<file path="src/design/adpcm_block_decoder_2nd_order_defines.svh">
// ----------------------------------------------------------------------------
// ADPCM block decoder assertion macros
// Shared property forms for the decoder checks, clocked on clk_i, reset rst_ni.
// ----------------------------------------------------------------------------
`ifndef ADPCM_BLOCK_DECODER_2ND_ORDER_DEFINES_SVH
`define ADPCM_BLOCK_DECODER_2ND_ORDER_DEFINES_SVH

// Same-cycle implication.
`define ADBD_ASSERT_HOLDS(label, ante, cons, msg) \
  label: assert property (@(posedge clk_i) disable iff (!rst_ni) (ante) |-> (cons)) \
    else $error(msg);

// Next-cycle implication.
`define ADBD_ASSERT_NEXT(label, ante, cons, msg) \
  label: assert property (@(posedge clk_i) disable iff (!rst_ni) (ante) |=> (cons)) \
    else $error(msg);

`endif

</file>
<file path="src/design/adbd_pkg.sv">
// ----------------------------------------------------------------------------
// ADPCM block decoder package
// Shared types, register indexes and queue sizing for the decoder.
// ----------------------------------------------------------------------------
package adbd_pkg;

  // Register indexes (byte address / 4)
  localparam logic [2:0] REG_COEF_ONE      = 3'd0;
  localparam logic [2:0] REG_COEF_TWO      = 3'd1;
  localparam logic [2:0] REG_BLOCK_BYTES   = 3'd2;
  localparam logic [2:0] REG_CHANNEL_COUNT = 3'd3;
  localparam logic [2:0] REG_TOTAL_FRAMES  = 3'd4;

  // Command queue sizing
  localparam int QDEPTH = 4;
  localparam int QPTR_W = $clog2(QDEPTH);
  localparam int QCNT_W = $clog2(QDEPTH + 1);

  typedef struct packed {
    logic [12:0]        coef_one;
    logic signed [12:0] coef_two;
    logic [7:0]         block_bytes;
    logic [1:0]         channel_count;
    logic [31:0]        total_frames;
  } adbd_cfg_t;

  // One classified input item
  typedef struct packed {
    logic        restart;
    logic        is_data;
    logic [7:0]  data;
    logic [15:0] scale;
    logic        ch;
    logic [1:0]  emit;   // bit k: nibble k is emitted (0 = high nibble)
    logic [1:0]  done;   // bit k: nibble k reaches the frame count
  } adbd_cmd_t;

  typedef struct packed {
    logic              full;
    logic              empty;
    logic [QCNT_W-1:0] count;
  } adbd_q_stat_t;

  typedef struct packed {
    logic idle;
    logic acc;
  } adbd_bk_stat_t;

  typedef enum logic [1:0] {
    BK_IDLE,
    BK_MUL,
    BK_ACC
  } adbd_bk_state_e;

endpackage

</file>
<file path="src/design/adpcm_block_decoder_2nd_order.sv">
// ----------------------------------------------------------------------------
// Second-order 4-bit block ADPCM decoder
// Byte stream in, clamped 16-bit PCM samples out, APB register port.
// ----------------------------------------------------------------------------
// Feed stream bytes on s_axis (tdata = byte, tuser = restart). Each block opens
// with a big-endian 16-bit scale; the other bytes carry two nibbles, high first.
// Samples leave on m_axis: tdata = sample, tuser = {stream_done, channel_index},
// tlast marks the final sample produced by one input byte.
// Scale bytes are taken by the back end and produce nothing. Each nibble of a
// data byte passes through two back-end states, multiply, then accumulate and
// clamp, high nibble first; the history dependency between the two nibbles
// keeps them in sequence, and the next byte is taken only as the second nibble
// finishes. Each sample is registered at the output.
// A 4-entry queue sits between the byte tracker and the predictor, so input
// is taken while results wait; when the receiver stalls the output register
// holds, the predictor stops, the queue fills and s_axis_tready drops.
// Reset clears history, position, frame count and loads register defaults
// (coefficients 0, 18 bytes per block, 1 channel, 1 frame). Write registers
// only while the block is idle.
// ----------------------------------------------------------------------------
`include "adpcm_block_decoder_2nd_order_defines.svh"

module adpcm_block_decoder_2nd_order (
  input  logic        clk_i,
  input  logic        rst_ni,
  // APB configuration
  input  logic        psel,
  input  logic        penable,
  input  logic        pwrite,
  input  logic [4:0]  paddr,
  input  logic [31:0] pwdata,
  output logic [31:0] prdata,
  output logic        pready,
  // Byte input
  input  logic        s_axis_tvalid,
  output logic        s_axis_tready,
  input  logic [7:0]  s_axis_tdata,   // [7:0] data_byte
  input  logic [0:0]  s_axis_tuser,   // [0] restart
  // Sample output
  output logic        m_axis_tvalid,
  input  logic        m_axis_tready,
  output logic [15:0] m_axis_tdata,   // [15:0] sample
  output logic [1:0]  m_axis_tuser,   // [0] channel_index, [1] stream_done
  output logic        m_axis_tlast    // last_of_item
);
  import adbd_pkg::*;

  adbd_cfg_t     cfg_q;
  adbd_cmd_t     f_cmd, q_cmd;
  adbd_q_stat_t  q_stat;
  adbd_bk_stat_t bk_stat;
  logic          f_push, bk_pop, wr_en;
  logic [15:0]   bk_sample;
  logic          bk_ch, bk_done;

  assign pready = 1'b1;
  assign wr_en  = psel && penable && pwrite;

  // Register writes
  always_ff @(posedge clk_i or negedge rst_ni) begin
    if (!rst_ni) begin
      cfg_q.coef_one      <= '0;
      cfg_q.coef_two      <= '0;
      cfg_q.block_bytes   <= 8'd18;
      cfg_q.channel_count <= 2'd1;
      cfg_q.total_frames  <= 32'd1;
    end else if (wr_en) begin
      unique case (paddr[4:2])
        REG_COEF_ONE:      cfg_q.coef_one      <= pwdata[12:0];
        REG_COEF_TWO:      cfg_q.coef_two      <= pwdata[12:0];
        REG_BLOCK_BYTES:   cfg_q.block_bytes   <= pwdata[7:0];
        REG_CHANNEL_COUNT: cfg_q.channel_count <= pwdata[1:0];
        REG_TOTAL_FRAMES:  cfg_q.total_frames  <= pwdata;
        default: ;
      endcase
    end
  end

  // Register reads
  always_comb begin
    unique case (paddr[4:2])
      REG_COEF_ONE:      prdata = {19'd0, cfg_q.coef_one};
      REG_COEF_TWO:      prdata = {19'd0, cfg_q.coef_two};
      REG_BLOCK_BYTES:   prdata = {24'd0, cfg_q.block_bytes};
      REG_CHANNEL_COUNT: prdata = {30'd0, cfg_q.channel_count};
      REG_TOTAL_FRAMES:  prdata = cfg_q.total_frames;
      default:           prdata = '0;
    endcase
  end

  adbd_front u_front (
    .clk_i     (clk_i),
    .rst_ni    (rst_ni),
    .cfg_i     (cfg_q),
    .s_valid_i (s_axis_tvalid),
    .s_ready_o (s_axis_tready),
    .data_i    (s_axis_tdata),
    .restart_i (s_axis_tuser[0]),
    .q_full_i  (q_stat.full),
    .push_o    (f_push),
    .cmd_o     (f_cmd)
  );

  adbd_fifo u_fifo (
    .clk_i  (clk_i),
    .rst_ni (rst_ni),
    .push_i (f_push),
    .cmd_i  (f_cmd),
    .pop_i  (bk_pop),
    .cmd_o  (q_cmd),
    .stat_o (q_stat)
  );

  adbd_back u_back (
    .clk_i     (clk_i),
    .rst_ni    (rst_ni),
    .cfg_i     (cfg_q),
    .q_empty_i (q_stat.empty),
    .cmd_i     (q_cmd),
    .pop_o     (bk_pop),
    .stat_o    (bk_stat),
    .m_valid_o (m_axis_tvalid),
    .m_ready_i (m_axis_tready),
    .sample_o  (bk_sample),
    .ch_o      (bk_ch),
    .last_o    (m_axis_tlast),
    .done_o    (bk_done)
  );

  assign m_axis_tdata = bk_sample;
  assign m_axis_tuser = {bk_done, bk_ch};

  // Input stalls only on a full queue
  `ADBD_ASSERT_HOLDS(a_stall_full, !s_axis_tready, q_stat.count == QCNT_W'(QDEPTH), "input stalled with queue space")
  // An idle predictor never leaves a queued item waiting
  `ADBD_ASSERT_HOLDS(a_idle_pops, !q_stat.empty && bk_stat.idle, bk_pop, "idle back end did not pop")
  // A new sample only follows an accumulate cycle
  `ADBD_ASSERT_NEXT(a_idle_no_out, bk_stat.idle, !$rose(m_axis_tvalid), "sample raised without accumulate")

endmodule

</file>
<file path="src/design/adbd_front.sv">
// ----------------------------------------------------------------------------
// ADPCM block decoder front end
// Tracks block position, scale, channel and frame count; classifies each item.
// ----------------------------------------------------------------------------
module adbd_front (
  input  logic               clk_i,
  input  logic               rst_ni,
  input  adbd_pkg::adbd_cfg_t cfg_i,
  input  logic               s_valid_i,
  output logic               s_ready_o,
  input  logic [7:0]         data_i,
  input  logic               restart_i,
  input  logic               q_full_i,
  output logic               push_o,
  output adbd_pkg::adbd_cmd_t cmd_o
);
  import adbd_pkg::*;

  logic [7:0]  pos_q, pos_d;
  logic [15:0] scale_q, scale_d;
  logic        cur_q, cur_d;
  logic [31:0] fc_q, fc_d;

  logic        accept;
  logic [7:0]  pos, eb_raw, eb;
  logic [15:0] scale;
  logic        cur, nch_two, end_blk;
  logic [31:0] fc;
  logic [32:0] idx0, idx1, idx2, tf_x, fsum;

  assign s_ready_o = !q_full_i;
  assign accept    = s_valid_i && !q_full_i;
  assign push_o    = accept;

  // Apply restart, then derive block geometry
  always_comb begin
    pos     = restart_i ? 8'd0  : pos_q;
    scale   = restart_i ? 16'd0 : scale_q;
    fc      = restart_i ? 32'd0 : fc_q;
    nch_two = (cfg_i.channel_count >= 2'd2);
    cur     = (restart_i || !nch_two) ? 1'b0 : cur_q;
    eb_raw  = {cfg_i.block_bytes[7:1], 1'b0};
    eb      = (eb_raw < 8'd4) ? 8'd4 : eb_raw;
    end_blk = ({1'b0, pos} + 9'd1) >= {1'b0, eb};
  end

  // Frame index of both nibbles against the frame count
  always_comb begin
    idx0 = {1'b0, fc} + 33'({pos - 8'd2, 1'b0});
    idx1 = idx0 + 33'd1;
    idx2 = idx0 + 33'd2;
    tf_x = {1'b0, cfg_i.total_frames};
    fsum = {1'b0, fc} + 33'({eb - 8'd2, 1'b0});
  end

  // Build the command
  always_comb begin
    cmd_o.restart = restart_i;
    cmd_o.is_data = (pos >= 8'd2);
    cmd_o.data    = data_i;
    cmd_o.scale   = scale;
    cmd_o.ch      = cur;
    cmd_o.emit    = {idx1 < tf_x, idx0 < tf_x};
    cmd_o.done    = {idx2 == tf_x, idx1 == tf_x};
  end

  // Advance position, scale, channel and frame count
  always_comb begin
    scale_d = scale;
    if (pos == 8'd0) begin
      scale_d = {data_i, scale[7:0]};
    end else if (pos == 8'd1) begin
      scale_d = {scale[15:8], data_i};
    end
    pos_d = pos + 8'd1;
    cur_d = cur;
    fc_d  = fc;
    if (end_blk) begin
      pos_d = 8'd0;
      if (cur || !nch_two) begin
        cur_d = 1'b0;
        fc_d  = fsum[32] ? 32'hffff_ffff : fsum[31:0];
      end else begin
        cur_d = 1'b1;
      end
    end
  end

  always_ff @(posedge clk_i or negedge rst_ni) begin
    if (!rst_ni) begin
      pos_q   <= '0;
      scale_q <= '0;
      cur_q   <= 1'b0;
      fc_q    <= '0;
    end else if (accept) begin
      pos_q   <= pos_d;
      scale_q <= scale_d;
      cur_q   <= cur_d;
      fc_q    <= fc_d;
    end
  end

endmodule

</file>
<file path="src/design/adbd_fifo.sv">
// ----------------------------------------------------------------------------
// ADPCM block decoder command queue
// Small FIFO of classified items between the front and back ends.
// ----------------------------------------------------------------------------
module adbd_fifo (
  input  logic                   clk_i,
  input  logic                   rst_ni,
  input  logic                   push_i,
  input  adbd_pkg::adbd_cmd_t    cmd_i,
  input  logic                   pop_i,
  output adbd_pkg::adbd_cmd_t    cmd_o,
  output adbd_pkg::adbd_q_stat_t stat_o
);
  import adbd_pkg::*;

  adbd_cmd_t         mem_q [QDEPTH];
  logic [QPTR_W-1:0] wr_q, rd_q;
  logic [QCNT_W-1:0] cnt_q;

  assign cmd_o        = mem_q[rd_q];
  assign stat_o.full  = (cnt_q == QCNT_W'(QDEPTH));
  assign stat_o.empty = (cnt_q == '0);
  assign stat_o.count = cnt_q;

  // Store pushed items
  always_ff @(posedge clk_i) begin
    if (push_i) begin
      mem_q[wr_q] <= cmd_i;
    end
  end

  // Move pointers and count
  always_ff @(posedge clk_i or negedge rst_ni) begin
    if (!rst_ni) begin
      wr_q  <= '0;
      rd_q  <= '0;
      cnt_q <= '0;
    end else begin
      if (push_i) begin
        wr_q <= wr_q + QPTR_W'(1);
      end
      if (pop_i) begin
        rd_q <= rd_q + QPTR_W'(1);
      end
      if (push_i && !pop_i) begin
        cnt_q <= cnt_q + QCNT_W'(1);
      end else if (pop_i && !push_i) begin
        cnt_q <= cnt_q - QCNT_W'(1);
      end
    end
  end

endmodule

</file>
<file path="src/design/adbd_back.sv">
// ----------------------------------------------------------------------------
// ADPCM block decoder back end
// Runs the second-order predictor per nibble and holds the output register.
// ----------------------------------------------------------------------------
module adbd_back (
  input  logic                    clk_i,
  input  logic                    rst_ni,
  input  adbd_pkg::adbd_cfg_t     cfg_i,
  input  logic                    q_empty_i,
  input  adbd_pkg::adbd_cmd_t     cmd_i,
  output logic                    pop_o,
  output adbd_pkg::adbd_bk_stat_t stat_o,
  output logic                    m_valid_o,
  input  logic                    m_ready_i,
  output logic [15:0]             sample_o,
  output logic                    ch_o,
  output logic                    last_o,
  output logic                    done_o
);
  import adbd_pkg::*;

  adbd_bk_state_e state_q, state_d;
  adbd_cmd_t      cmd_q;
  logic           sel_q;

  logic signed [29:0] p1_q;
  logic signed [28:0] p2_q;
  logic signed [19:0] ns_q;
  logic signed [15:0] h1_q [2];
  logic signed [15:0] h2_q [2];

  logic               out_valid_q, out_ch_q, out_last_q, out_done_q;
  logic [15:0]        out_sample_q;

  logic signed [3:0]  nib;
  logic signed [30:0] psum;
  logic signed [20:0] vsum;
  logic signed [15:0] vclamp;
  logic               emit_cur, out_free, advance, finish, take;

  // Datapath terms
  always_comb begin
    nib      = sel_q ? cmd_q.data[3:0] : cmd_q.data[7:4];
    psum     = {p1_q[29], p1_q} + {{2{p2_q[28]}}, p2_q};
    vsum     = {ns_q[19], ns_q} + {{2{psum[30]}}, psum[30:12]};
    if (vsum > 21'sd32767) begin
      vclamp = 16'sh7fff;
    end else if (vsum < -21'sd32768) begin
      vclamp = 16'sh8000;
    end else begin
      vclamp = vsum[15:0];
    end
    emit_cur = cmd_q.emit[sel_q];
    out_free = !out_valid_q || m_ready_i;
    advance  = (state_q == BK_ACC) && (!emit_cur || out_free);
    finish   = advance && sel_q;
    take     = !q_empty_i && ((state_q == BK_IDLE) || finish);
  end

  // Next state
  always_comb begin
    state_d = state_q;
    if (take) begin
      state_d = cmd_i.is_data ? BK_MUL : BK_IDLE;
    end else begin
      unique case (state_q)
        BK_IDLE: state_d = BK_IDLE;
        BK_MUL:  state_d = BK_ACC;
        BK_ACC:  state_d = advance ? (sel_q ? BK_IDLE : BK_MUL) : BK_ACC;
        default: state_d = BK_IDLE;
      endcase
    end
  end

  // Control outputs
  always_comb begin
    pop_o       = take;
    stat_o.idle = (state_q == BK_IDLE);
    stat_o.acc  = (state_q == BK_ACC);
  end

  always_ff @(posedge clk_i or negedge rst_ni) begin
    if (!rst_ni) begin
      state_q <= BK_IDLE;
      sel_q   <= 1'b0;
    end else begin
      state_q <= state_d;
      if (take) begin
        sel_q <= 1'b0;
      end else if (advance && !sel_q) begin
        sel_q <= 1'b1;
      end
    end
  end

  // Latch command; form products for the current nibble
  always_ff @(posedge clk_i) begin
    if (take) begin
      cmd_q <= cmd_i;
    end
    if (state_q == BK_MUL) begin
      p1_q <= $signed({1'b0, cfg_i.coef_one}) * h1_q[cmd_q.ch];
      p2_q <= cfg_i.coef_two * h2_q[cmd_q.ch];
      ns_q <= nib * $signed(cmd_q.scale);
    end
  end

  // Shift history; restart clears it as the restarting item is taken
  always_ff @(posedge clk_i or negedge rst_ni) begin
    if (!rst_ni) begin
      h1_q <= '{default: '0};
      h2_q <= '{default: '0};
    end else if (take && cmd_i.restart) begin
      h1_q <= '{default: '0};
      h2_q <= '{default: '0};
    end else if (advance) begin
      h2_q[cmd_q.ch] <= h1_q[cmd_q.ch];
      h1_q[cmd_q.ch] <= vclamp;
    end
  end

  // Output register
  always_ff @(posedge clk_i or negedge rst_ni) begin
    if (!rst_ni) begin
      out_valid_q <= 1'b0;
    end else if (advance && emit_cur) begin
      out_valid_q <= 1'b1;
    end else if (m_ready_i) begin
      out_valid_q <= 1'b0;
    end
  end

  always_ff @(posedge clk_i) begin
    if (advance && emit_cur) begin
      out_sample_q <= vclamp;
      out_ch_q     <= cmd_q.ch;
      out_last_q   <= sel_q || !cmd_q.emit[1];
      out_done_q   <= cmd_q.done[sel_q];
    end
  end

  assign m_valid_o = out_valid_q;
  assign sample_o  = out_sample_q;
  assign ch_o      = out_ch_q;
  assign last_o    = out_last_q;
  assign done_o    = out_done_q;

endmodule
</file>
<file path="config.mk">
export PLATFORM = sky130hd
export DESIGN_NAME = adpcm_block_decoder_2nd_order
export DESIGN_NICKNAME = d
export VERILOG_FILES = /design/src/design/adbd_pkg.sv /design/src/design/adpcm_block_decoder_2nd_order.sv /design/src/design/adbd_front.sv /design/src/design/adbd_fifo.sv /design/src/design/adbd_back.sv
export VERILOG_INCLUDE_DIRS = /design/src /design/src/design
export SDC_FILE = /design/constraint.sdc
export NUM_CORES = 2
export LEC_CHECK = 0
export BUFFER_PORTS_ARGS = -buffer_cell sky130_fd_sc_hd__buf_2
export CORE_MARGIN = 3
export CORE_UTILIZATION = 40
export CTS_CLUSTER_SIZE = 16
export DETAILED_ROUTE_END_ITERATION = 7
export PLACE_DENSITY = 0.54
export SYNTH_ARGS = -nofsm -noshare
export SYNTH_HDL_FRONTEND = slang
export SYNTH_HIERARCHICAL = 1
export SYNTH_SLANG_ARGS = --single-unit
</file>
<file path="constraint.sdc">
create_clock -name clk_i -period 8.8 [get_ports clk_i]
set_clock_uncertainty 0.05 [all_clocks]
set_input_delay 0 -clock clk_i [delete_from_list [all_inputs] [get_ports clk_i]]
set_output_delay 0 -clock clk_i [all_outputs]
set_load 0.005 [all_outputs]
</file>
==> results.txt <==
grt ovf: 0
Max VDD drop: 0.301 mV
I/O Pins: 107
Ys Warns: 6
Cell Pwr Density: 322 nW/um2
Max-Cap Viols: 0
Skew-Pair Late Insertion Delay: 0.67 ns
Tot GR Track Use: 19.6%
Post-Route WL: 108000 um
CTS sink count: 451
outcome: finished, final reports clean
# fillers: 10100
CTS clock-pin slew for the worst setup and hold paths: 0.05 ns
worst min-delay path category: input port to flop
Post-CTS Resized: 0
slowest stage cell, crit path: edfxtp_1
synth cell count leaders: inv_1, fa_1, nand2_1
initial antenna violation count: 5
share of cells above drive strength 1: 10.7%
Bufs and invs on worst path: 4
sequential area share after synthesis: 29.3%
critical path peak fanout: 18
clock tree buffer depth: 3
Final Slew Violations: 0
critical path class: flop to flop
GPL Wtd Cong: 0.866
Via density: 5.27
max_slew headroom: 22.0%
CP Data Required Time: 9.15 ns
fmax: 0.129 GHz
# setup viols final: 0
initial core utilization: 40.5%
drt initial violations: 1905
RSZ-0062 raised after global routing: false
largest net degree at the start of global routing: 93
Yosys cell types: 107
Port Buffers: 103
CP endpoint kind: flop
Post-Syn Nets: 4918
DRC errors left: 0
Post-Synthesis Cells: 4095
crit-path cells: buf_4, mux2_2, nand2_1, fa_1, inv_1, fa_1, inv_1, fa_1, inv_1, fa_1, fa_1, fa_1, ha_1, a21oi_1, o31ai_1, a2111oi_2, o32ai_1, o211ai_1, a31oi_1, a211o_1, a21oi_1, xnor2_1
Slew @ Worst Pin: 1.16 ns
Syn Std Cell Area: 42800 um2
Routed Antenna Nets: 0
Tmin final: 7.73 ns
Initial DRT Pass Iterations: 6
Yosys reg bits: 451
slowest stage delay, CP: 0.90 ns
count leader, synth: inv_1
Avg Cell Area, Syn: 10.4 um2
Area growth syn-to-layout: 10.1%
CTS H-Tree Depth: 2
Synth top area share: 20.3%
Synth async-reset ratio: 44.3%
die width: 333 um
Worst EP arrival: 8.08 ns
Fin. Hold Viols: 0
CTS buffer count: 54
detailed-route via count: 29700
most used cell, CP: fa_1
clock root cell: clkbuf_16
vias in the first global route: 30500
post-layout util: 44.5%
post-DP HPWL: 82400 um
first-pass GRT wire length: 173000 um
CTS tree: yes
Leak Pwr: 21.7 nW
CP startpoint kind: flop
row count: 119
DR WL/cell: 19.1 um
Die Ht: 333 um
ys flop type: edfxtp_1
Die ar.: 111000 um2
largest area contributor in the netlist: fa_1
nets: 5008
Period Utilization, post-route: 87.8%
floorplan core area: 106000 um2
TNS Setup: 0 ns
Worst path top cell family by delay: adder cells
Post-synth EDFFs: 251
Area contributors post-synth: fa_1, edfxtp_1, dfrtp_1
[layer usage]
layer / vias to the layer above / GRT usage, % / share of wire (%)
li1: 14100 / - / -
met1: 15000 / 26.7 / 45
met2: 505 / 33.9 / 50
met3: 108 / 1.88 / 3.3
met4: 0 / 4.51 / 2.0
met5: - / 0 / 0
[where the power goes]
part / leakage, nW / internal [W] / switching (W)
logic: 15.7 / 0.00363 / 0.00552
clock network: 0.933 / 0.00141 / 0.000949
registers: 5.03 / 0.00320 / 0.000446
total: 21.7 / 0.00825 / 0.00692
[state kept, by name, indices dropped and copies added (netlist names), 2 cells and up]
register,flops
cfg_q,68
u_back/h1_q,32
u_fifo/wr_q,2
u_fifo/rd_q,2
u_front/pos_q,8
u_back/sample_o,16
u_back/cmd_q,29
u_back/p2_q,29
u_fifo/cnt_q,3
u_front/scale_q,16
u_fifo/mem_q,124
u_back/p1_q,30
u_back/ns_q,20
u_back/h2_q,32
u_front/fc_q,32
u_back/state_q,2
[kinds of logic (layout without fill, tap and decap cells)]
logic type	Yosys count	count (layout)	share of synthesized area [%]
AO/OA/AOI/OAI	616	616	10.0
adder cells (fa/ha/maj)	770	770	30.1
other	1	8	0.00877
multiplexers	165	165	5.18
buffers and inverters	678	812	6.43
AND/OR/NAND/NOR	1193	1193	14.2
flip-flops	451	451	29.3
XOR/XNOR	221	221	4.67
[worst min-delay path, stage by stage]
cell and delay (ns):
dlygate4sd3_1 0.52, buf_2 0.09, mux2_2 0.12
[layout by cell type (no fill, tap or decap), drive strengths merged, types with 92 or more instances in the layout]
master  instances
ha            336
edfxtp        251
and2          208
nor2          149
nand2         422
xnor2         166
nor2b          92
o21ai         117
mux2          102
inv           516
a21oi         129
fa            434
buf           144
dfrtp         196
[layout make-up]
cell class	count	area [um2]	share of cell area, %
Sequential cell	451	12500	26.7
Tap cell	1391	1740	3.70
Timing Repair Buffer	199	1420	3.01
Antenna cell	7	17.5	0.0372
Inverter	513	1930	4.09
Multi-Input combinational cell	2966	27500	58.5
Clock inverter	21	308	0.654
Clock buffer	79	1600	3.39
[timing repair]
item / CTS / global route
endpoints found under the hold margin: 245 / 0
hold buffers: 56 / 0
setup buffers: 0 / 0
[through the flow]
| step | hold WS (ns) | cells | area, um2 | total power, W | worst slack, ns |
|---|---|---|---|---|---|
| 3_5_place_dp | 0.0376 | 5464 | 44600 | 0.0129 | 1.08 |
| 5_1_grt | 0.0305 | 5621 | 47100 | 0.0167 | 0.566 |
| 3_3_place_gp | 0.0323 | 5464 | 44600 | 0.0128 | 1.12 |
| 2_1_floorplan | -0.346 | 4095 | 42800 | 0.0105 | 1.70 |
| 4_1_cts | 0.00120 | 5620 | 47100 | 0.0154 | 1.04 |
| 6_report | 0.0557 | 5627 | 47100 | 0.0152 | 1.07 |
[path summary, 6_finish.rpt]
check	startpoint	end	slack [ns]	cells past startpoint
setup / recovery	u_back/cmd_q[4]$_DFFE_PP_	u_back/p1_q[29]$_DFFE_PN_	1.07	22
hold / removal	pwdata[21]	cfg_q[21]$_DFFE_PN0P_	0.06	3
setup reg to reg	u_back/cmd_q[4]$_DFFE_PP_	u_back/p1_q[29]$_DFFE_PN_	1.07	22
hold reg to reg	u_front/fc_q[0]$_DFFE_PN0P_	u_front/fc_q[0]$_DFFE_PN0P_	0.43	2
max in group asynchronous	rst_ni	u_back/h1_q[18]$_DFFE_PN0P_	6.69	5
min in group asynchronous	rst_ni	cfg_q[0]$_DFFE_PN1P_	0.42	3
Note: power is estimated with default switching activity, not from simulation.
